## src/rtl/core/tcgr_pkg.sv

```systemverilog
// ----------------------------------------------------------------------------
// tcgr_pkg
// shared types, constants and codes of the text cell glyph renderer
// ----------------------------------------------------------------------------
`default_nettype none

package tcgr_pkg;

    localparam int FONT_GLYPHS = 96;
    localparam int CELL_SIZE   = 16;
    localparam int QUEUE_DEPTH = 4;
    localparam int QCOUNT_W    = $clog2(QUEUE_DEPTH + 1);

    // gradient divider geometry
    localparam int DIV_NUM_W = 20;
    localparam int DIV_DEN_W = 12;
    localparam int DIV_STEPS = 4;

    // register reset values
    localparam logic [11:0] RST_FB_WIDTH  = 12'd1024;
    localparam logic [11:0] RST_FB_HEIGHT = 12'd768;
    localparam logic [12:0] RST_PITCH     = 13'd1024;

    // character range that has glyphs
    localparam logic [7:0] CHAR_FIRST = 8'd32;
    localparam logic [7:0] CHAR_SPAN  = 8'd95;

    // colors
    localparam logic [23:0] FG_GREEN  = 24'h00ff00;
    localparam logic [23:0] FG_WHITE  = 24'hffffff;
    localparam logic [23:0] BG_BLUE   = 24'h0000ff;
    localparam logic [7:0]  COLOR_OFS = 8'd60;
    localparam logic [19:0] GRAD_SCALE = 20'd128;

    localparam logic OP_LOAD   = 1'b0;
    localparam logic OP_RENDER = 1'b1;

    typedef enum logic [2:0] {
        MODE_PLAIN = 3'd0,
        MODE_RED   = 3'd1,
        MODE_GREEN = 3'd2,
        MODE_BLUE  = 3'd3,
        MODE_SOLID = 3'd4
    } t_mode;

    typedef enum logic [2:0] {
        REG_FB_WIDTH      = 3'd0,
        REG_FB_HEIGHT     = 3'd1,
        REG_PITCH_WORDS   = 3'd2,
        REG_PALETTE_MODE  = 3'd3,
        REG_CURSOR_ROW    = 3'd4,
        REG_CURSOR_COLUMN = 3'd5
    } t_reg_idx;

    typedef struct packed {
        logic        opcode;
        logic [6:0]  glyph_index;
        logic [15:0] font_bits;
        logic [7:0]  char_code;
        logic [7:0]  cell_row;
        logic [7:0]  cell_column;
        logic [3:0]  glyph_line;
    } t_in_item;

    typedef struct packed {
        logic [11:0] pixel_x;
        logic [11:0] pixel_y;
        logic [24:0] word_address;
        logic [23:0] color;
        logic        last;
    } t_out_item;

    // one classified render job between front and back
    typedef struct packed {
        logic [15:0] bits;
        logic [7:0]  row;
        logic [7:0]  col;
        logic [3:0]  line;
    } t_job;

endpackage

`default_nettype wire

```

## src/rtl/core/tcgr_queue.sv

```systemverilog
// ----------------------------------------------------------------------------
// tcgr_queue
// short job queue between front and back
// ----------------------------------------------------------------------------
`default_nettype none

module tcgr_queue (
    input  wire logic                          i_clk,
    input  wire logic                          i_rst_n,
    input  wire logic                          i_push,
    input  wire tcgr_pkg::t_job                i_job,
    input  wire logic                          i_pop,
    output      tcgr_pkg::t_job                o_job,
    output      logic                          o_valid,
    output      logic [tcgr_pkg::QCOUNT_W-1:0] o_count
);

    localparam int DEPTH = tcgr_pkg::QUEUE_DEPTH;
    localparam int PW    = (DEPTH > 1) ? $clog2(DEPTH) : 1;
    localparam int QW    = tcgr_pkg::QCOUNT_W;

    tcgr_pkg::t_job r_slot [DEPTH];
    logic [PW-1:0]  r_wr;
    logic [PW-1:0]  r_rd;
    logic [QW-1:0]  r_count;
    logic           w_pop;

    assign w_pop = i_pop && (r_count != '0);

    always_ff @(posedge i_clk) begin
        if (!i_rst_n) begin
            r_wr    <= '0;
            r_rd    <= '0;
            r_count <= '0;
        end else begin
            if (i_push) begin
                r_wr <= (r_wr == PW'(DEPTH - 1)) ? '0 : r_wr + 1'b1;
            end
            if (w_pop) begin
                r_rd <= (r_rd == PW'(DEPTH - 1)) ? '0 : r_rd + 1'b1;
            end
            r_count <= r_count + QW'(i_push) - QW'(w_pop);
        end
    end

    always_ff @(posedge i_clk) begin
        if (i_push) begin
            r_slot[r_wr] <= i_job;
        end
    end

    assign o_job   = r_slot[r_rd];
    assign o_valid = (r_count != '0);
    assign o_count = r_count;

endmodule

`default_nettype wire

```

## config.mk

```make
export PLATFORM = sky130hd
export DESIGN_NAME = tcgr_queue
export DESIGN_NICKNAME = d
export VERILOG_FILES = /design/src/rtl/core/tcgr_pkg.sv /design/src/rtl/core/tcgr_queue.sv
export SDC_FILE = /design/constraint.sdc
export NUM_CORES = 1
export LEC_CHECK = 0
export BUFFER_PORTS_ARGS = -buffer_cell sky130_fd_sc_hd__buf_2
export CAP_MARGIN = 20
export CORE_AREA = 2 2 122 124
export DETAILED_ROUTE_END_ITERATION = 10
export DIE_AREA = 0 0 124 126
export PLACE_DENSITY = 0.61
export SLEW_MARGIN = 40
export SYNTH_ARGS = -nofsm -noshare
export SYNTH_HDL_FRONTEND = slang
export SYNTH_SLANG_ARGS = --single-unit
```

## constraint.sdc

```tcl
create_clock -name i_clk -period 3.85 [get_ports i_clk]
set_input_delay 1.155 -clock i_clk [delete_from_list [all_inputs] [get_ports i_clk]]
set_output_delay 1.155 -clock i_clk [all_outputs]
set_load 0.005 [all_outputs]
```

======== Word-level counts from Yosys, hierarchy flattened ========
Memory sizes are Yosys's and may differ from the RTL's. A register that Yosys moved wholly into a read port is not among the register bits.
Index checks and enable logic that the tools add are counted.
storage, ports and cells
  register bits after elaboration ......... 7
  bits in writable memories ............... 144
  input bits .............................. 40
  output and inout port bits .............. 40
  logic and storage cells ................. 18
  memories kept ........................... 1
memories
  name    words  bits a word  read ports  clocked after memory_dff  wr ports  line              text
  r_slot  4      36           1           1                         1         tcgr_queue.sv:22  tcgr_pkg::t_job r_slot [DEPTH];
cells by class
  add/sub/neg operators ................... 4
  eq/ne operators ......................... 2
  mux-type cells .......................... 6
  reduce and logical (&&, ||, !) cells .... 2
operators with widths
  cell                 count
  $mux 2               4
  $add 2x1->2 const B  2
  $eq 2x2->1 const B   2
  $add 3x1->3          1
  $reduce_bool 3->1    1
  $sub 3x1->3          1
  $mux 1               2
  $logic_and 1x1->1    1

======== Longest topological paths before layout ========
  depth after elaboration ................. 4
  gate-level depth with buffers ........... 8
  depth with buffers taken out ............ 8

======== Least setup slack after synthesis ========
OpenSTA, ideal clock, no wires.
  path kind ............................... input-to-reg
  start point ............................. input port i_pop
  end point ............................... register r_count[2] (netlist: o_count[2])
  setup time .............................. 114 ps
  arrival ................................. 2372 ps
  data required time ...................... 3736 ps
  path slack .............................. 1363 ps
  stages .................................. 8
  cell sequence ........................... o31a_1 > ha_1 > inv_1 > ha_1 > inv_1 > fa_1 > xnor3_1 > nor2_1
between the ends
  word-level cells in the longest chain between the ends .. 2
RTL lines
  item                  line              text
  start, declared       tcgr_queue.sv:12  input wire logic i_pop,
  $logic_and 1x1->1     tcgr_queue.sv:28  assign w_pop = i_pop && (r_count != '0);
  $sub 3x1->3           tcgr_queue.sv:42  r_count <= r_count + QW'(i_push) - QW'(w_pop);
  end signal, assigned  tcgr_queue.sv:42
  end, declared         tcgr_queue.sv:25  logic [QW-1:0] r_count;
Every way passes these cells.
A chain may end at the register's enable or synchronous reset.

==> summary.md <==
| Metric | Value |
|---|---|
| Run status | `completed` |
| Leak pwr | `2.410 nW` |
| Setup violators final | `0` |
| Seq/Total Area, Yosys | `0.7890` |
| Clk pwr share | `0.390` |
| Drt first pass iters | `4` |
| Inst Count DP | `496` |
| Vias in the first global route | `2714` |
| Post-DP HPWL | `6185 µm` |
| CTS clock-pin slew for the worst setup and hold paths | `60 ps` |
| Initial Utilization | `0.3989` |
| Final std cells w/o fill | `528` |
| Switching fraction of total power | `0.2237` |
| All-Layer GR Usage | `0.1377` |
| Part of the power in registers | `0.452` |
| Post-synth top area share | `0.7574` |
| Max Slew Vio Count | `0` |
| Die H | `126 µm` |
| CP Max Fanout | `21` |
| Synth area leader | `edfxtp_1` |
| Reg-to-Reg Start | `o_count[1]` |
| Mapped Area | `5709 µm²` |
| Worst Max-Slew Pin Slew | `632.3 ps` |
| Combinational power share | `0.157` |
| Worst EP required | `2690 ps` |
| Max_cap viols | `0` |
| CTS Buffer Depth | `2` |
| Count of cell types in the netlist | `21` |
| Mapped Avg Cell Area | `24.61 µm²` |
| Die width | `124 µm` |
| Setup total negative slack | `0 ps` |
| Fin. Hold Viols | `0` |
| Worst Hold Class | `reg2reg` |
| Final #Nets | `379` |
| Share of cells above drive strength 1 | `0.4477` |
| Vias per inst | `4.973` |
| Die ar. | `15620 µm²` |
| Resized cells post-CTS | `0` |
| GRT overflow | `0` |
| Int Pwr | `3.364 mW` |
| Max rail drop VDD | `336.2 µV` |
| Fin crit share | `0.7887` |
| Seq cells post-synth | `153` |
| Initial antenna violation count | `0` |
| Setup bufs post-CTS | `0` |
| Clk sinks | `153` |
| Async SR Flop Fraction | `0` |
| Mapped Nets | `280` |
| Synth Flop Type | `edfxtp_1` |
| Synthesized instance count | `232` |
| Post-synth EDFFs | `144` |
| Hold_buf cts | `0` |
| Sw Pwr | `0.9695 mW` |
| CTS Buf Count | `17` |
| Peak Freq | `329.3 MHz` |
| Largest net degree at the start of global routing | `29` |
| CTS tree | `yes` |
| First-pass GRT wire length | `15110 µm` |
| Gpl congestion | `0.6858` |
| Clock skew | `9.018 ps` |
| # IOs | `80` |
| CP Capture Type | `output port` |
| Ant. Diodes | `0` |
| DRC violations left | `0` |
| CTS H-Tree Depth | `4` |
| Arrival @ worst endpoint | `1880 ps` |
| Area contributors post-synth | `edfxtp_1 76%, mux4_2 12%, dfxtp_1 3.2%, mux4_1 2.8%, ha_1 1.5%` |
| RSZ-0062 raised after global routing | `no` |
| Detailed router's first-iteration violation count | `135` |
| Worst setup SP type | `register` |
| Routed vias | `2626` |
| Yosys Warn Count | `0` |
| ANT nets after route | `0` |
| Category of the most critical setup path | `reg2out` |
| Area delta synth->final | `21.30%` |
| Worst hold start | `r_rd[1]` |
| Clk Tree Root Cell | `clkbuf_16` |
| # rows | `44` |
| Worst slew margin | `0.5785` |
| Power Density | `625.8 nW/µm²` |
| Number of port buffers | `79` |
| CORE AREA | `14310 µm²` |
| Drt total wl | `10030 µm` |
| Drt wl/cell | `19.00 µm` |
| Post-synth top cells | `144 x edfxtp_1, 30 x mux4_2, 9 x dfxtp_1` |
| Clock latency on the worst-skew pair | `420 ps` |
| Top-count cell post-synth | `edfxtp_1` |
| Fin crit period | `3037 ps` |
==> metal layers <==
layer | wire length [µm] | vias up | track usage | part of all wire
li1 | - | 1176 | - | -
met1 | 4552 | 1366 | 0.1800 | 0.45
met2 | 4754 | 70 | 0.2107 | 0.47
met3 | 565 | 14 | 0.04755 | 0.056
met4 | 162 | 0 | 0.05750 | 0.016
met5 | 0 | - | 0 | 0
==> registers in the layout, indices dropped and copies added (netlist names), named ones only <==
name and cells:
r_rd 2, r_wr 2, r_slot 144, o_count 3
==> final cells by class <==
class / count / area (µm²)
Fill cell: 1214 / 7388
Clock buffer: 18 / 429.2
Timing Repair Buffer: 88 / 462.9
Clock inverter: 14 / 177.7
Inverter: 6 / 22.52
Tap cell: 184 / 230.2
Multi-Input combinational cell: 65 / 1096
Sequential cell: 153 / 4507
==> metrics by stage <==
step	power, mW	setup slack, ps	util	hold WS, ps	cell area (µm²)
3_5_place_dp	2.699	1168	0.4414	498.3	6319
6_report	4.334	813.4	0.4838	508.9	6925
5_1_grt	4.525	669.6	0.4838	539.9	6925
2_1_floorplan	2.468	1363	-	460.8	5709
4_1_cts	4.396	739.5	0.4838	507.8	6925
3_3_place_gp	2.689	1204	0.4414	504.4	6319
==> power by group through the flow <==
stage	combinational, mW	sequential, mW	clock (mW)
2_1_floorplan	0.494	1.97	0
3_3_place_gp	0.698	1.99	0
3_5_place_dp	0.702	2.00	0
4_1_cts	0.705	1.96	1.73
5_1_grt	0.761	1.97	1.79
6_report	0.682	1.96	1.69
==> path summary, 6_finish.rpt <==
check | to | slack (ps) | cells past startpoint
max | o_job[35] | 810 | 3
min | register | 510 | 2
max reg2reg | o_count[2] | 1880 | 8
min reg2reg | register | 510 | 2
==> cells in the final DEF, fill, tap and decap left out, types with 3 or more instances in the layout <==
cell / count
and2_2: 4
buf_2: 79
buf_4: 9
bufinv_16: 4
clkbuf_16: 17
clkinv_1: 3
clkinv_2: 3
clkinvlp_4: 3
dfxtp_1: 7
edfxtp_1: 144
ha_1: 7
inv_1: 6
mux2i_1: 3
mux4_1: 6
mux4_2: 30
nand2_1: 3
nor2_1: 3
==> critical path, cell delays in order (launching register included) <==
cell     delay (ps)
dfxtp_2         320
buf_4           380
mux4_1          610
buf_2           150
==> cells by family (layout without fill, tap and decap cells) <==
kind of cell	count (synthesis)	after routing	synth area share
compound gates	2	2	0.002410
flops	153	153	0.7890
xor+xnor	1	1	0.003944
buf+inv	14	126	0.01994
simple gates	15	15	0.01469
fa+ha+maj	8	8	0.01885
mux	39	39	0.1512
(Power assumes the default switching activity.)
