[src/rtl/core/tcgr_pkg.sv]
// ----------------------------------------------------------------------------
// tcgr_pkg
// shared types, constants and codes of the text cell glyph renderer
// ----------------------------------------------------------------------------
`default_nettype none

package tcgr_pkg;

    localparam int FONT_GLYPHS = 96;
    localparam int CELL_SIZE   = 16;
    localparam int QUEUE_DEPTH = 4;
    localparam int QCOUNT_W    = $clog2(QUEUE_DEPTH + 1);

    // gradient divider geometry
    localparam int DIV_NUM_W = 20;
    localparam int DIV_DEN_W = 12;
    localparam int DIV_STEPS = 4;

    // register reset values
    localparam logic [11:0] RST_FB_WIDTH  = 12'd1024;
    localparam logic [11:0] RST_FB_HEIGHT = 12'd768;
    localparam logic [12:0] RST_PITCH     = 13'd1024;

    // character range that has glyphs
    localparam logic [7:0] CHAR_FIRST = 8'd32;
    localparam logic [7:0] CHAR_SPAN  = 8'd95;

    // colors
    localparam logic [23:0] FG_GREEN  = 24'h00ff00;
    localparam logic [23:0] FG_WHITE  = 24'hffffff;
    localparam logic [23:0] BG_BLUE   = 24'h0000ff;
    localparam logic [7:0]  COLOR_OFS = 8'd60;
    localparam logic [19:0] GRAD_SCALE = 20'd128;

    localparam logic OP_LOAD   = 1'b0;
    localparam logic OP_RENDER = 1'b1;

    typedef enum logic [2:0] {
        MODE_PLAIN = 3'd0,
        MODE_RED   = 3'd1,
        MODE_GREEN = 3'd2,
        MODE_BLUE  = 3'd3,
        MODE_SOLID = 3'd4
    } t_mode;

    typedef enum logic [2:0] {
        REG_FB_WIDTH      = 3'd0,
        REG_FB_HEIGHT     = 3'd1,
        REG_PITCH_WORDS   = 3'd2,
        REG_PALETTE_MODE  = 3'd3,
        REG_CURSOR_ROW    = 3'd4,
        REG_CURSOR_COLUMN = 3'd5
    } t_reg_idx;

    typedef struct packed {
        logic        opcode;
        logic [6:0]  glyph_index;
        logic [15:0] font_bits;
        logic [7:0]  char_code;
        logic [7:0]  cell_row;
        logic [7:0]  cell_column;
        logic [3:0]  glyph_line;
    } t_in_item;

    typedef struct packed {
        logic [11:0] pixel_x;
        logic [11:0] pixel_y;
        logic [24:0] word_address;
        logic [23:0] color;
        logic        last;
    } t_out_item;

    // one classified render job between front and back
    typedef struct packed {
        logic [15:0] bits;
        logic [7:0]  row;
        logic [7:0]  col;
        logic [3:0]  line;
    } t_job;

endpackage

`default_nettype wire

[src/rtl/core/tcgr_div.sv]
// ----------------------------------------------------------------------------
// tcgr_div
// restoring divider, a few quotient bits per cycle
// ----------------------------------------------------------------------------
`default_nettype none

module tcgr_div (
    input  wire logic                           i_clk,
    input  wire logic                           i_rst_n,
    input  wire logic                           i_start,
    input  wire logic [tcgr_pkg::DIV_NUM_W-1:0] i_num,
    input  wire logic [tcgr_pkg::DIV_DEN_W-1:0] i_den,
    output      logic                           o_busy,
    output      logic [tcgr_pkg::DIV_NUM_W-1:0] o_quo,
    output      logic [tcgr_pkg::DIV_DEN_W-1:0] o_rem
);

    localparam int NW  = tcgr_pkg::DIV_NUM_W;
    localparam int DW  = tcgr_pkg::DIV_DEN_W;
    localparam int ST  = tcgr_pkg::DIV_STEPS;
    localparam int CYC = (NW + ST - 1) / ST;
    localparam int CW  = $clog2(CYC + 1);

    logic          r_busy;
    logic [CW-1:0] r_cnt;
    logic [NW-1:0] r_num;
    logic [NW-1:0] r_quo;
    logic [DW-1:0] r_rem;
    logic [DW-1:0] r_den;
    logic [NW-1:0] n_num;
    logic [NW-1:0] n_quo;
    logic [DW-1:0] n_rem;

    always_comb begin
        logic [DW:0] v_t;
        n_num = r_num;
        n_quo = r_quo;
        n_rem = r_rem;
        for (int k = 0; k < ST; k++) begin
            v_t   = {n_rem, n_num[NW-1]};
            n_num = {n_num[NW-2:0], 1'b0};
            if (v_t >= {1'b0, r_den}) begin
                n_rem = DW'(v_t - {1'b0, r_den});
                n_quo = {n_quo[NW-2:0], 1'b1};
            end else begin
                n_rem = v_t[DW-1:0];
                n_quo = {n_quo[NW-2:0], 1'b0};
            end
        end
    end

    always_ff @(posedge i_clk) begin
        if (!i_rst_n) begin
            r_busy <= 1'b0;
            r_cnt  <= '0;
        end else if (i_start) begin
            r_busy <= 1'b1;
            r_cnt  <= CW'(CYC);
        end else if (r_busy) begin
            r_cnt <= r_cnt - 1'b1;
            if (r_cnt == CW'(1)) begin
                r_busy <= 1'b0;
            end
        end
    end

    always_ff @(posedge i_clk) begin
        if (i_start) begin
            r_num <= i_num;
            r_quo <= '0;
            r_rem <= '0;
            r_den <= i_den;
        end else if (r_busy) begin
            r_num <= n_num;
            r_quo <= n_quo;
            r_rem <= n_rem;
        end
    end

    assign o_busy = r_busy;
    assign o_quo  = r_quo;
    assign o_rem  = r_rem;

endmodule

`default_nettype wire

[src/rtl/core/tcgr_back.sv]
// ----------------------------------------------------------------------------
// tcgr_back
// gradient setup and pixel emission for render jobs
// ----------------------------------------------------------------------------
`default_nettype none

module tcgr_back (
    input  wire logic                 i_clk,
    input  wire logic                 i_rst_n,
    input  wire logic                 i_q_valid,
    input  wire tcgr_pkg::t_job       i_q_job,
    output      logic                 o_q_pop,
    input  wire logic [11:0]          i_fb_width,
    input  wire logic [11:0]          i_fb_height,
    input  wire logic [12:0]          i_pitch,
    input  wire logic [2:0]           i_mode,
    input  wire logic [7:0]           i_cur_row,
    input  wire logic [7:0]           i_cur_col,
    output      logic                 o_valid,
    input  wire logic                 i_stall,
    output      tcgr_pkg::t_out_item  o_item
);

    localparam int NW = tcgr_pkg::DIV_NUM_W;
    localparam int DW = tcgr_pkg::DIV_DEN_W;

    typedef enum logic [1:0] {
        DV_EMPTY,
        DV_RUN,
        DV_HOLD
    } t_dv_state;

    t_dv_state r_dv_state;
    logic [11:0] w_w;
    logic [11:0] w_h;
    logic        w_pop;
    logic [11:0] w_y;
    logic [NW-1:0] w_num_x;
    logic [NW-1:0] w_num_y;
    logic          w_bx;
    logic          w_by;
    logic          w_bc;
    logic [NW-1:0] w_qx;
    logic [NW-1:0] w_qy;
    logic [NW-1:0] w_qc;
    logic [DW-1:0] w_rx;
    logic [DW-1:0] w_ry;
    logic [DW-1:0] w_rc;

    logic [11:0] r_dv_x;
    logic [11:0] r_dv_y;
    logic [24:0] r_dv_base;
    logic [15:0] r_dv_bits;
    logic [3:0]  r_dv_line;
    logic        r_dv_cursor;

    logic        r_em_active;
    logic [3:0]  r_em_p;
    logic [11:0] r_em_x;
    logic [11:0] r_em_y;
    logic [24:0] r_em_addr;
    logic [15:0] r_em_bits;
    logic [NW-1:0] r_em_qx;
    logic [DW-1:0] r_em_rx;
    logic [7:0]    r_em_qa;
    logic [DW-1:0] r_em_ra;
    logic [NW-1:0] r_em_qy;
    logic [3:0]  r_em_line;
    logic        r_em_cursor;

    logic                r_out_valid;
    tcgr_pkg::t_out_item r_out_item;

    logic        w_out_free;
    logic        w_fire;
    logic        w_em_end;
    logic        w_hand;
    logic [DW:0] w_rsum;
    logic [NW:0] w_red_sum;
    logic [NW:0] w_blue_sum;
    logic [7:0]  w_red;
    logic [7:0]  w_green;
    logic [7:0]  w_blue;
    logic [23:0] w_fg;
    logic [23:0] w_bg;
    logic        w_outline;
    logic [23:0] w_color;

    assign w_w = (i_fb_width == '0) ? 12'd1 : i_fb_width;
    assign w_h = (i_fb_height == '0) ? 12'd1 : i_fb_height;

    assign w_pop   = i_q_valid && (r_dv_state == DV_EMPTY);
    assign o_q_pop = w_pop;
    assign w_y     = {i_q_job.row, i_q_job.line};
    assign w_num_x = {1'b0, i_q_job.col, 11'b0};
    assign w_num_y = {1'b0, w_y, 7'b0};

    tcgr_div u_div_x (
        .i_clk (i_clk), .i_rst_n (i_rst_n), .i_start (w_pop),
        .i_num (w_num_x), .i_den (w_w),
        .o_busy (w_bx), .o_quo (w_qx), .o_rem (w_rx)
    );

    tcgr_div u_div_y (
        .i_clk (i_clk), .i_rst_n (i_rst_n), .i_start (w_pop),
        .i_num (w_num_y), .i_den (w_h),
        .o_busy (w_by), .o_quo (w_qy), .o_rem (w_ry)
    );

    tcgr_div u_div_step (
        .i_clk (i_clk), .i_rst_n (i_rst_n), .i_start (w_pop),
        .i_num (tcgr_pkg::GRAD_SCALE), .i_den (w_w),
        .o_busy (w_bc), .o_quo (w_qc), .o_rem (w_rc)
    );

    assign w_out_free = !r_out_valid || !i_stall;
    assign w_fire     = r_em_active && w_out_free;
    assign w_em_end   = w_fire && (r_em_p == 4'd15);
    assign w_hand     = (r_dv_state == DV_HOLD) && (!r_em_active || w_em_end);

    always_ff @(posedge i_clk) begin
        if (!i_rst_n) begin
            r_dv_state  <= DV_EMPTY;
            r_em_active <= 1'b0;
            r_out_valid <= 1'b0;
        end else begin
            case (r_dv_state)
                DV_EMPTY: begin
                    if (w_pop) begin
                        r_dv_state <= DV_RUN;
                    end
                end
                DV_RUN: begin
                    if (!w_bx && !w_by && !w_bc) begin
                        r_dv_state <= DV_HOLD;
                    end
                end
                DV_HOLD: begin
                    if (w_hand) begin
                        r_dv_state <= DV_EMPTY;
                    end
                end
                default: begin
                    r_dv_state <= DV_EMPTY;
                end
            endcase
            if (w_hand) begin
                r_em_active <= 1'b1;
            end else if (w_em_end) begin
                r_em_active <= 1'b0;
            end
            if (w_out_free) begin
                r_out_valid <= w_fire;
            end
        end
    end

    always_ff @(posedge i_clk) begin
        if (w_pop) begin
            r_dv_x      <= {i_q_job.col, 4'b0};
            r_dv_y      <= w_y;
            r_dv_base   <= 25'(w_y) * 25'(i_pitch);
            r_dv_bits   <= i_q_job.bits;
            r_dv_line   <= i_q_job.line;
            r_dv_cursor <= (i_q_job.row == i_cur_row) && (i_q_job.col == i_cur_col);
        end
    end

    assign w_rsum = {1'b0, r_em_rx} + {1'b0, r_em_ra};

    always_ff @(posedge i_clk) begin
        if (w_hand) begin
            r_em_p      <= 4'd0;
            r_em_x      <= r_dv_x;
            r_em_y      <= r_dv_y;
            r_em_addr   <= r_dv_base + 25'(r_dv_x);
            r_em_bits   <= r_dv_bits;
            r_em_qx     <= w_qx;
            r_em_rx     <= w_rx;
            r_em_qa     <= w_qc[7:0];
            r_em_ra     <= w_rc;
            r_em_qy     <= w_qy;
            r_em_line   <= r_dv_line;
            r_em_cursor <= r_dv_cursor;
        end else if (w_fire) begin
            r_em_p    <= r_em_p + 1'b1;
            r_em_x    <= r_em_x + 1'b1;
            r_em_addr <= r_em_addr + 1'b1;
            r_em_bits <= {r_em_bits[14:0], 1'b0};
            // step the red quotient by 128/width, carrying the remainder
            if (w_rsum >= {1'b0, w_w}) begin
                r_em_rx <= DW'(w_rsum - {1'b0, w_w});
                r_em_qx <= r_em_qx + NW'(r_em_qa) + 1'b1;
            end else begin
                r_em_rx <= w_rsum[DW-1:0];
                r_em_qx <= r_em_qx + NW'(r_em_qa);
            end
        end
    end

    always_comb begin
        w_red_sum  = (NW + 1)'(r_em_qx) +
                     (NW + 1)'((i_mode == tcgr_pkg::MODE_RED) ? tcgr_pkg::COLOR_OFS : 8'd0);
        w_blue_sum = (NW + 1)'(r_em_qy) +
                     (NW + 1)'((i_mode == tcgr_pkg::MODE_BLUE) ? tcgr_pkg::COLOR_OFS : 8'd0);
        w_red      = (w_red_sum > (NW + 1)'(255)) ? 8'hff : w_red_sum[7:0];
        w_blue     = (w_blue_sum > (NW + 1)'(255)) ? 8'hff : w_blue_sum[7:0];
        w_green    = (i_mode == tcgr_pkg::MODE_GREEN) ? tcgr_pkg::COLOR_OFS : 8'd0;
        w_fg       = (i_mode == tcgr_pkg::MODE_SOLID) ? tcgr_pkg::FG_WHITE : tcgr_pkg::FG_GREEN;
        w_bg       = (i_mode == tcgr_pkg::MODE_SOLID) ? tcgr_pkg::BG_BLUE
                                                      : {w_red, w_green, w_blue};
        w_outline  = r_em_cursor && ((r_em_line == 4'd0) || (r_em_line == 4'd15) ||
                                     (r_em_p == 4'd0) || (r_em_p == 4'd15));
        w_color    = (r_em_bits[15] || w_outline) ? w_fg : w_bg;
    end

    always_ff @(posedge i_clk) begin
        if (w_fire) begin
            r_out_item <= '{pixel_x: r_em_x, pixel_y: r_em_y, word_address: r_em_addr,
                            color: w_color, last: (r_em_p == 4'd15)};
        end
    end

    assign o_valid = r_out_valid;
    assign o_item  = r_out_item;

endmodule

`default_nettype wire

[config.mk]
export PLATFORM = sky130hd
export DESIGN_NAME = tcgr_back
export DESIGN_NICKNAME = d
export VERILOG_FILES = /design/src/rtl/core/tcgr_pkg.sv /design/src/rtl/core/tcgr_div.sv /design/src/rtl/core/tcgr_back.sv
export SDC_FILE = /design/constraint.sdc
export NUM_CORES = 1
export LEC_CHECK = 0
export ABC_AREA = 1
export BUFFER_PORTS_ARGS = -buffer_cell sky130_fd_sc_hd__buf_2
export CAP_MARGIN = 20
export CORE_ASPECT_RATIO = 1.5
export CORE_MARGIN = 2
export CORE_UTILIZATION = 35
export CTS_CLUSTER_SIZE = 40
export DETAILED_ROUTE_END_ITERATION = 10
export PLACE_DENSITY = 0.53
export SLEW_MARGIN = 40
export SYNTH_ARGS = -nofsm -noshare
export SYNTH_HDL_FRONTEND = slang
export SYNTH_SLANG_ARGS = --single-unit
[constraint.sdc]
create_clock -name i_clk -period 7.56 [get_ports i_clk]
set_clock_uncertainty 0.15 [all_clocks]
set_input_delay 1.134 -clock i_clk [delete_from_list [all_inputs] [get_ports i_clk]]
set_output_delay 1.134 -clock i_clk [all_outputs]
set_load 0.02 [all_outputs]
==> After elaboration in Yosys (flattened, before gate mapping) <==
Cells that the tools add are included.
{ "totals": {"romBits": 0, "latchBits": 0, "mem_bits_rw": 0, "memories": 0, "input_bits": 96, "elab_cells": 209, "out_inout_bits": 76, "reg_bits": 436} }
{ "classes": {"mul": 1, "n_addsub": 25, "eq_ne": 16, "n_mux": 70, "shifts": 0, "order_cmp": 15, "n_reduce_logical": 32, "bitwise": 1, "div_mod_pow": 0} }
{ "op_table": {"columns": ["cell", "n"], "rows": [
  ["$mux 12", 18],
  ["$ge 13x12->1", 13],
  ["$sub 12x12->12", 13],
  ["$mux 19", 4],
  ["$mux 24", 3],
  ["$mux 20", 3],
  ["$mux 25", 2],
  ["$add 20x6->21", 2],
  ["$gt 21x8->1 const B", 2],
  ["$mux 16", 2],
  ["$add 25x1->25 const B", 1],
  ["$add 25x12->25", 1],
  ["$mul 12x13->25", 1],
  ["$logic_not 12->1", 2],
  ["$mux 1", 23],
  ["$add 20x1->20 const B", 1],
  ["$add 20x8->20", 1],
  ["$mux 3", 6],
  ["$mux 6", 3],
  ["$eq 8x8->1", 2],
  ["$mux 8", 2],
  ["$add 12x12->13", 1],
  ["$add 12x1->12 const B", 1],
  ["$eq 3x1->1 const B", 4],
  ["other kinds (19)", 49]
]} }

==> Longest topological paths before layout <==
Gate-level depths: netlist (run 1).
{ "logic_depth": {"ltp_word": 8, "ltp_mapped": 53} }

==> Hierarchy <==
A second synthesis (run 1) with hierarchy kept.
{ "hier_totals": {"cells_unflattened": 4638, "area_unflattened_um2": 36764.0} }
{ "modules_own_cells": {"columns": ["mod", "cells_each", "area_per_inst_um2", "instances", "seq_area_each_um2"], "rows": [
  ["tcgr_back", 2278, 20189.4, 1, 8207.9],
  ["tcgr_div (u_div_step ...)", 793, 5524.0, 2, 1681.6],
  ["tcgr_div (u_div_y)", 774, 5526.6, 1, 1681.6]
]} }

==> Worst setup path before layout (run 1) <==
OpenSTA, ideal clock, no wires.
{ "synth_path": {"path_type": "register to register", "from": "register r_dv_state[1]", "to": "register r_em_addr[0], enable pin", "path_buffers": 0, "path_slack_ns": 0.241, "path_stages_with_launch": 5, "setup_time_ns": 0.646, "t_arrival_ns": 6.523, "synth_period_minus_slack_ns": 7.319, "cell_sequence": "dfxtp_1 > inv_1 > nor2_1 > inv_1 > o21ai_0"} }
{ "synth_between": {"elab_chain_cells": 3} }
{ "synth_rtl": {"columns": ["element", "line_no", "rtl"], "rows": [
  ["start: declaration", "tcgr_back.sv:33", "t_dv_state r_dv_state;"],
  ["start signal: assignment", "tcgr_back.sv:123", "r_dv_state <= DV_EMPTY;"],
  ["start signal: assignment", "tcgr_back.sv:130", "r_dv_state <= DV_RUN;"],
  ["start signal: assignment", "tcgr_back.sv:135", "r_dv_state <= DV_HOLD;"],
  ["$eq 2x2->1", "tcgr_back.sv:119", "assign w_hand = (r_dv_state == DV_HOLD) && (!r_em_active || w_em_end);"],
  ["$logic_and 1x1->1", "tcgr_back.sv:119", null],
  ["$reduce_bool 2->1 (no source line)", null, null],
  ["end signal: assignment", "tcgr_back.sv:176", "r_em_addr <= r_dv_base + 25'(r_dv_x);"],
  ["end signal: assignment", "tcgr_back.sv:188", "r_em_addr <= r_em_addr + 1'b1;"],
  ["end: declaration", "tcgr_back.sv:61", "logic [24:0] r_em_addr;"]
]} }
No other way between the ends.
A chain may end at the register's enable or synchronous reset.

==> Worst setup path after layout (run 1) <==
{ "layout_path": {"from": "register u_div_step.r_rem[5], in the netlist u_div_step.o_rem[5]", "to": "register u_div_step.r_rem[7], in the netlist u_div_step.o_rem[7]"} }
{ "layout_between": {"elab_chain_cells": 8, "elab_cells_between_ends": 12, "classes_between": "add/sub (4); order compare (4); mux (4)"} }
{ "layout_rtl": {"columns": ["element", "line_no", "rtl"], "rows": [
  ["start: declaration", "tcgr_div.sv:28", "logic [DW-1:0] r_rem;"],
  ["start signal: assignment", "tcgr_div.sv:76", "r_rem <= n_rem;"],
  ["$sub 12x12->12 or $ge 13x12->1 (tied branches)", "tcgr_div.sv:43, tcgr_div.sv:42", null],
  ["$mux 12 *", "tcgr_div.sv:42", "if (v_t >= {1'b0, r_den}) begin"],
  ["$sub 12x12->12 or $ge 13x12->1 (tied branches)", "tcgr_div.sv:43, tcgr_div.sv:42", null],
  ["$mux 12 *", "tcgr_div.sv:42", null],
  ["$ge 13x12->1 or $sub 12x12->12 (tied branches)", "tcgr_div.sv:42, tcgr_div.sv:43", null],
  ["$mux 12 *", "tcgr_div.sv:42", null],
  ["$sub 12x12->12 or $ge 13x12->1 (tied branches)", "tcgr_div.sv:43, tcgr_div.sv:42", null],
  ["$mux 12 *", "tcgr_div.sv:42", null]
]} }
Every way passes the cells marked *; elsewhere a longest branch is shown, timed or not.

==> impl_metrics.tcl, run 1 <==
set metrics [dict create \
    hp-class "reg -> reg" \
    root_buffer "clkbuf_16" \
    cp_slowest_cell "dfxtp_1" \
    r2r_setup_slack_ps 490 \
    whs_ps 267 \
    clockBufferDepth 3 \
    cp_data_required_time_ps 8000 \
    fin_crit_sh_pct 93.5 \
    wl_met3_um 3650 \
    cp-start-kind "register" \
    io_buffers 171 \
    maxSlewViolCount 0 \
    drtPass1Iterations 7 \
    maxCapViolations 0 \
    drt_iter0_markers 1392 \
    start_util_pct 35.1 \
    synth_edf_count 312 \
    ys_warn_count 0 \
    diodes 0 \
    hpwl_um 81100 \
    timing.slew.headroom_pct 49.2 \
    vias 28300 \
    whs_path_depth 0 \
    cp.arrival_ps 7510 \
    holdCritStartpoint "r_dv_y[5]" \
    rr_startpoint "u_div_step.o_rem[5]" \
    wl_per_cell_um 17.7 \
    die_x_um 255 \
    synth_top_area_share_pct 28.4 \
    yosysSeqAreaShare_pct 35.1 \
    cts.sinks 422 \
    route.met2.wl_um 53900 \
    grt_overflow_total 0 \
    gp_congestion 0.965 \
    topRoutingLayerUsed "met5" \
    hold_buffers 0 \
    grt_max_degree 156 \
    synth_area_mm2 0.0330 \
    wl_met1_um 40000 \
    cts_tree "done" \
    yosys_register_bits 422 \
    drive_gt1_share_pct 19.0 \
    clk_pin_slew_ps 70 \
    ys_types 70 \
    syn_nets 4528 \
    finalCriticalPeriod_ps 7070 \
    min_to "r_em_y[5]" \
    max_freq_ghz 0.141 \
    cp_max_fo 8 \
    final-hold-violation-count 0 \
    syn_inst 4042 \
    clk_latency_ps 640 \
    fp.coreArea_mm2 0.0939 \
    cts_buffers 46 \
    track_usage_pct 21.0 \
    outcome "complete, no violations" \
    async_flop_share_pct 0 \
    critPathKind "reg -> reg" \
    syn-mean-instance-area_um2 8.17 \
    ioPinCount 172 \
    syn2layout_area_growth_pct 21.0 \
    drc 0 \
    via_per_inst 4.89 \
    setup_violations 0 \
    die_h_um 380 \
    ff2ff_path_depth 43 \
    ant_nets 0 \
    grt_pass1_wl_um 157000 \
    reg2reg_to "u_div_step.o_rem[7]" \
    synth_top_cell_by_area "edfxtp_1" \
    antenna_found_initial 4 \
    slowest_delay_ps 420 \
    row_count 138 \
    wl_um 103000 \
    die_area_mm2 0.0968 \
    worst_slew_pin_slew_ps 763 \
    htree_levels 2 \
    fin_nets 4988 \
    synth.top_cells.by_area "edfxtp_1, nand2_1, ha_1, fa_1, inv_1" \
    grt_pass1_vias 28700 \
    synth_ff_type "edfxtp_1" \
    end_kind "register" \
]
## registers in the layout (all words and copies together), names as in the netlist, 8 cells and up
signal,count
u_div_x.r_num,9
o_item,68
r_dv_y,12
u_div_y.o_quo,20
r_em_rx,12
u_div_step.o_rem,12
r_dv_base,25
u_div_y.o_rem,12
u_div_step.o_quo,8
r_em_addr,25
u_div_y.r_den,12
r_em_qa,8
r_em_qx,20
r_dv_bits,16
u_div_x.r_den,12
u_div_y.r_num,13
r_dv_x,8
r_em_ra,12
u_div_x.o_quo,20
r_em_x,12
r_em_y,12
u_div_x.o_rem,12
r_em_qy,20
r_em_bits,16
## per-stage QoR
step / cell area [um^2] / TNS (ps) / instances / util (%) / setup WS, ps
final: 39900 / 0 / 5798 / 42.5 / 489
after global routing: 39900 / -433 / 5798 / 42.5 / -54.7
after CTS: 39000 / 0 / 5761 / 41.6 / 15.6
after detailed placement: 37400 / -801 / 5677 / 39.8 / -156
after global placement: 37400 / -1180 / 5676 / 39.8 / -163
after floorplan: 33000 / 0 / 4042 / - / 241
## metal layers
metal	up-vias	track usage, %
met1	13400	23.2
met3	221	2.42
met2	579	39.8
li1	14100	-
met5	-	0
met4	2	9.06
## synth_stat cells, drive strengths merged (6+ instances only)
library cell	instances
nand2	1063
inv	652
edfxtp	312
ha	264
nand3	227
nor2	217
o21ai	206
a21oi	183
xor2	147
fa	126
dfxtp	110
xnor2	94
clkbuf	86
nand4	65
nor3	51
a22oi	41
buf	37
or2	19
a31oi	14
a21o	12
o211ai	12
o21bai	12
nor4	11
o22ai	10
a211oi	8
a31o	6
o2111ai	6
o31ai	6
## critical path, delay by kind of cell, from the launching register on
| family | cells | cell delay (ps) |
|---|---|---|
| fa+ha+maj | 4 | 1240 |
| flops | 1 | 420 |
| simple gates | 13 | 1280 |
| compound gates | 15 | 2730 |
| buf+inv | 11 | 1190 |
## cell usage in the layout (no fill, tap or decap), types with 27 or more instances in the layout
| cell type | synthesis | routed |
|---|---|---|
| edfxtp_1 | 312 | 312 |
| a21oi_1 | 168 | 154 |
| a22oi_1 | 41 | 41 |
| fa_1 | 126 | 125 |
| o21ai_1 | 48 | 51 |
| ha_1 | 264 | 237 |
| xor2_1 | 147 | 147 |
| dfxtp_1 | 110 | 107 |
| nand2_1 | 1042 | 1027 |
| a21oi_2 | 15 | 29 |
| xnor2_1 | 94 | 92 |
| nor3_1 | 48 | 41 |
| buf_4 | 16 | 348 |
| clkbuf_16 | 0 | 46 |
| nor2_1 | 208 | 196 |
| inv_1 | 642 | 625 |
| buf_2 | 9 | 171 |
| nand3_2 | 25 | 27 |
| nand3_1 | 199 | 196 |
| o21ai_2 | 8 | 28 |
| nand2_2 | 21 | 35 |
| nand4_1 | 60 | 60 |
| o21ai_0 | 149 | 123 |
## logic make-up after synthesis
kind of cell | after synthesis | share of synthesized area [%]
simple gates | 1668 | 21.9
compound gates | 544 | 9.79
buf+inv | 777 | 9.26
fa+ha+maj | 390 | 17.6
xor+xnor | 241 | 6.39
flops | 422 | 35.1
## worst max path at each step
stage | startpoint | endpoint | slack, ps | cells past startpoint
4_1_cts | u_div_x.r_den[2] | u_div_x.o_rem[9] | 20 | 46
3_3_place_gp | u_div_x.r_den[4] | u_div_x.o_rem[10] | -160 | 44
6_report | u_div_step.o_rem[5] | u_div_step.o_rem[7] | 490 | 43
3_5_place_dp | u_div_x.r_den[4] | u_div_x.o_rem[9] | -160 | 44
2_1_floorplan | r_dv_state[1] | r_em_addr[0] | 240 | 4
5_1_grt | u_div_step.o_rem[8] | u_div_step.o_rem[1] | -50 | 45
## layout make-up
cell class	instances	area (um^2)
Clock buffer	53	1180
Clock inverter	31	410
Fill cell	9615	54000
Inverter	654	2470
Multi-Input combinational cell	2847	19100
Sequential cell	422	11600
Tap cell	1260	1580
Timing Repair Buffer	530	3630
Timing Repair inverter	1	5.00
## repair_timing
item,in CTS,in global routing
resized for setup,8,164
endpoints found under the setup margin,23,39
gates cloned,0,6
buffers inserted,0,31
pin swaps,0,47
Power of run 1 is not shown: default switching activity piles up to over one toggle a cycle in this logic, so the estimate is an artifact.
==> inputs of run 2 (changes only) <==
--- a/config.mk
+++ b/config.mk
@@ -11,8 +11,10 @@
 export CORE_ASPECT_RATIO = 1.5
 export CORE_MARGIN = 2
 export CORE_UTILIZATION = 35
+export CTS_CLUSTER_DIAMETER = 120
 export CTS_CLUSTER_SIZE = 40
 export DETAILED_ROUTE_END_ITERATION = 10
+export GPL_TIMING_DRIVEN = 0
 export PLACE_DENSITY = 0.53
 export SLEW_MARGIN = 40
 export SYNTH_ARGS = -nofsm -noshare
==> run 2 against run 1 <==
Against the previous run: register-to-register slack lost 300 ps; critical path depth grew 3; non-clock buffer count shrank 73; via count shrank 1.2%; hold slack gained 18 ps; setup slack lost 300 ps; global-route usage shrank 0.21 points; clock-buffer cell count shrank 34; first-iteration DRC count grew 20%; maximum frequency shrank 4.0%.
==> impl_metrics.tcl, run 2 (synthesis gave the netlist of run 1 again) <==
set metrics [dict create \
    final_common_cell "nand2_1" \
    final_util_pct 42.3 \
    worst_slack_ps 193 \
    drc 0 \
    syn2layout_area_growth_pct 20.3 \
    setup_violations 0 \
    grt_pass1_vias 28200 \
    drive_gt1_share_pct 18.1 \
    hold_buffers 0 \
    hp-class "reg -> reg" \
    cp_slowest_cell "edfxtp_1" \
    cts.sinks 422 \
    cp.arrival_ps 7740 \
    timing.critical_path.mode_cell "nand2_1" \
    die_x_um 255 \
    final-hold-violation-count 0 \
    fin_crit_sh_pct 97.5 \
    timing.slew.headroom_pct 42.1 \
    wl_um 103000 \
    io_buffers 171 \
    maxCapViolations 0 \
    cts_tree "done" \
    die_area_mm2 0.0968 \
    htree_levels 1 \
    largest_reg_flops 68 \
    fin_nets 4879 \
    vias 28000 \
    setup_tns_ps 0 \
    outcome "complete, no violations" \
    clk_latency_ps 590 \
    critPathKind "reg -> reg" \
    finalCriticalPeriod_ps 7370 \
    track_usage_pct 20.8 \
    die_h_um 380 \
    grt_pass1_wl_um 156000 \
    cp-start-kind "register" \
    wl_per_cell_um 18.3 \
    max_freq_ghz 0.136 \
    drtPass1Iterations 5 \
    via_per_inst 4.94 \
    place_ws_ps -1680 \
    slowest_delay_ps 400 \
    fp.coreArea_mm2 0.0939 \
    maxSlewViolCount 0 \
    hpwl_um 80200 \
    root_buffer "clkbuf_16" \
    antenna_found_initial 3 \
    num-fill-cells 9501 \
    cp_data_required_time_ps 7940 \
    gp_congestion 0.930 \
    ant_nets 0 \
    final_cell_mix "nand2_1, inv_1, edfxtp_1" \
    cp_max_fo 6 \
    ioPinCount 172 \
    end_kind "register" \
    clk_pin_slew_ps 140 \
    row_count 138 \
    clockBufferDepth 3 \
    start_util_pct 35.1 \
    grt_max_degree 48 \
    cts_buffers 15 \
    grt_overflow_total 0 \
    drt_iter0_markers 1670 \
    worst_slew_pin_slew_ps 869 \
]
run 2: what timing repair did:
action	in CTS	in global routing
setup endpoints to repair	39	39
buffers inserted	61	82
gates resized for setup	189	261
pin swaps	36	79
gates cloned	1	7
run 2: routing by layer:
metal / global-route usage [%] / vias up / routed length (um)
li1: - / 13900 / -
met1: 23.4 / 13300 / 40300
met2: 38.8 / 607 / 54100
met3: 1.76 / 202 / 3490
met4: 10.1 / 4 / 5520
met5: 0 / - / 15
run 2: layout make-up:
class | count | area (um^2) | share of cell area [%]
Buffer | 122 | 736 | 1.85
Timing Repair Buffer | 335 | 2560 | 6.46
Inverter | 654 | 2530 | 6.36
Multi-Input combinational cell | 2843 | 20300 | 51.0
Clock buffer | 19 | 390 | 0.983
Sequential cell | 422 | 11600 | 29.1
Antenna cell | 1 | 2.50 | 0.00630
Clock inverter | 7 | 83.8 | 0.211
Tap cell | 1260 | 1580 | 3.97
run 2: path summary, 6_finish.rpt:
| kind | start | endpoint | slack, ps | cells after the start |
|---|---|---|---|---|
| max | u_div_x.r_den[6] | u_div_step.o_rem[8] | 190 | 46 |
| min | r_dv_y[2] | r_em_y[2] | 290 | 0 |
| max reg2reg | u_div_x.r_den[6] | u_div_step.o_rem[8] | 190 | 46 |
| min reg2reg | r_dv_y[2] | r_em_y[2] | 290 | 0 |
run 2: stage by stage:
step,hold WS (ps),std cells,area (um^2)
5_1_grt,295,5662,39700
4_1_cts,288,5574,37600
6_report,286,5663,39700
3_3_place_gp,251,5473,35400
3_5_place_dp,255,5486,35800
2_1_floorplan,250,4042,33000
run 2: worst max-delay path: cells and delay by family, from the launching register on:
kind	cells	cell delay [ps]
and+or+nand+nor	18	2030
AOI/OAI and AO/OA	13	2070
DFF	1	400
adders and majority gates	4	1160
buffers and inverters	11	1450
Power of run 2 is left out for the same reason.
==> inputs of run 3 (changes only) <==
--- a/config.mk
+++ b/config.mk
@@ -9,7 +9,7 @@
 export BUFFER_PORTS_ARGS = -buffer_cell sky130_fd_sc_hd__buf_2
 export CAP_MARGIN = 20
 export CORE_ASPECT_RATIO = 1.5
-export CORE_MARGIN = 2
+export CORE_MARGIN = 4
 export CORE_UTILIZATION = 35
 export CTS_CLUSTER_DIAMETER = 120
 export CTS_CLUSTER_SIZE = 40
==> run 3 against run 2 <==
Against the previous run: final cell count decreased by 0.25%; die area is 2.6% higher; wire length increased by 1.5%; via count increased by 0.20%; hold slack worse by 55 ps; maximum frequency increased by 1.2%; global-route usage shrank 0.68 points; setup slack gained 87 ps; critical path depth up 1.
==> impl_metrics.tcl, run 3 (synthesis gave the netlist of run 1 again) <==
set metrics [dict create \
    largest_reg_flops 68 \
    multi_input_area_mm2 0.0202 \
    grt_overflow_total 0 \
    drive_gt1_share_pct 17.7 \
    r2r_setup_slack_ps 280 \
    wl_per_cell_um 18.6 \
    hpwl_um 81200 \
    worst_slack_ps 280 \
    cp-startpoint "u_div_y.r_den[1]" \
    antenna_found_initial 4 \
    critPathKind "reg -> reg" \
    timing.slew.headroom_pct 39.3 \
    grt_pass1_vias 27800 \
    outcome "complete, no violations" \
    die_area_mm2 0.0994 \
    clk_latency_ps 600 \
    place_ws_ps -1600 \
    cp_slowest_cell "edfxtp_1" \
    ant_nets 0 \
    cp_data_required_time_ps 7910 \
    syn2layout_area_growth_pct 19.6 \
    vias 28000 \
    placed_area_mm2 0.0357 \
    drc 0 \
    ioPinCount 172 \
    rr_startpoint "u_div_y.r_den[1]" \
    hold_buffers 0 \
    cp-start-kind "register" \
    timing.critical_path.mode_cell "buf_4" \
    maxCapViolations 0 \
    max_freq_ghz 0.137 \
    worst_slew_pin_slew_ps 911 \
    finalCriticalPeriod_ps 7280 \
    fp.coreArea_mm2 0.0932 \
    gp_congestion 0.909 \
    end_kind "register" \
    wl_um 105000 \
    clockBufferDepth 3 \
    fin_crit_sh_pct 96.3 \
    via_per_inst 4.96 \
    drtPass1Iterations 5 \
    final_common_cell "nand2_1" \
    design_area_mm2 0.0395 \
    num-fill-cells 9519 \
    cp_max_fo 7 \
    row_count 137 \
    regArea_mm2 0.0116 \
    fin_nets 4874 \
    grt_pass1_wl_um 155000 \
    root_buffer "clkbuf_16" \
    cts_tree "done" \
    track_usage_pct 20.1 \
    htree_levels 1 \
    clk_pin_slew_ps 150 \
    ff2ff_path_depth 47 \
    die_x_um 259 \
    io_buffers 171 \
    grt_max_degree 45 \
    cts.sinks 422 \
    setup_violations 0 \
    hp-class "reg -> reg" \
    cts_buffers 16 \
    final-hold-violation-count 0 \
    die_h_um 384 \
    slowest_delay_ps 480 \
    cp.arrival_ps 7630 \
    final_cell_mix "nand2_1, inv_1, edfxtp_1" \
    start_util_pct 35.4 \
    reg2reg_to "u_div_y.o_rem[9]" \
    diodes 0 \
    maxSlewViolCount 0 \
    drt_iter0_markers 1719 \
    crit_path_end "u_div_y.o_rem[9]" \
]
-- run 3: cell count changes in the layout (fill, tap and decap cells not counted), moves of 5 or more --
cell,previous run,this run
nand3_2,32,27
nand2_1,1004,1009
nand2_4,7,0
a21oi_4,14,7
o21ai_1,31,38
a21oi_2,21,30
inv_2,33,23
inv_1,599,604
buf_4,138,144
buf_12,18,7
-- run 3: worst max-delay path: cells and delay by family (launching register included) --
kind                       cells  cell delay, ps
buffers and inverters         16            2000
and+or+nand+nor               17            1630
AOI/OAI and AO/OA              9            1610
adders and majority gates      4            1230
DFF                            1             480
xor gates and xnor gates       1             120
-- run 3: worst min path at each step --
| stage | start | endpoint | slack, ps | depth (start not counted) |
|---|---|---|---|---|
| after global placement | r_em_y[8] | o_item[58] | 250 | 0 |
| after global routing | r_dv_y[1] | r_em_y[1] | 220 | 0 |
| after CTS | r_dv_y[1] | r_em_y[1] | 230 | 0 |
| after floorplan | r_em_y[4] | o_item[54] | 250 | 0 |
| final | r_dv_y[1] | r_em_y[1] | 230 | 0 |
| after detailed placement | r_em_y[6] | o_item[56] | 260 | 0 |
-- run 3: layout make-up --
cell class              count  share of cell area [%]
multi-input cells        2843                    51.1
flip-flops and latches    422                    29.3
inverters                 654                    6.46
repair buffers            327                    5.92
well taps                1251                    3.96
plain buffers             123                    1.83
clock buffers              21                    1.12
clock inverters             7                   0.291
repair inverters            1                  0.0158
-- run 3: routing by layer --
metal | global-route usage, % | part of all wire (%) | up-vias
met2 | 38.6 | 53 | 569
met4 | 8.56 | 5.0 | 2
li1 | - | - | 13900
met5 | 0 | 0.0076 | -
met1 | 22.7 | 39 | 13400
met3 | 1.54 | 3.6 | 173
-- run 3: through the flow --
step	cells	hold slack (ps)	setup TNS, ps	utilization (%)
after floorplan	4042	250	0	-
after global placement	5464	252	-352030	38.0
after detailed placement	5477	256	-51010	38.3
after CTS	5577	229	0	40.2
after global routing	5649	223	-1510	42.4
final	5649	231	0	42.4
-- run 3: repair_timing --
item,4_1_cts,5_1_grt
setup endpoints to repair,39,39
gates cloned,0,9
buffers inserted,72,63
resized for setup,142,264
pin swaps,32,69
Power of run 3 is left out for the same reason.
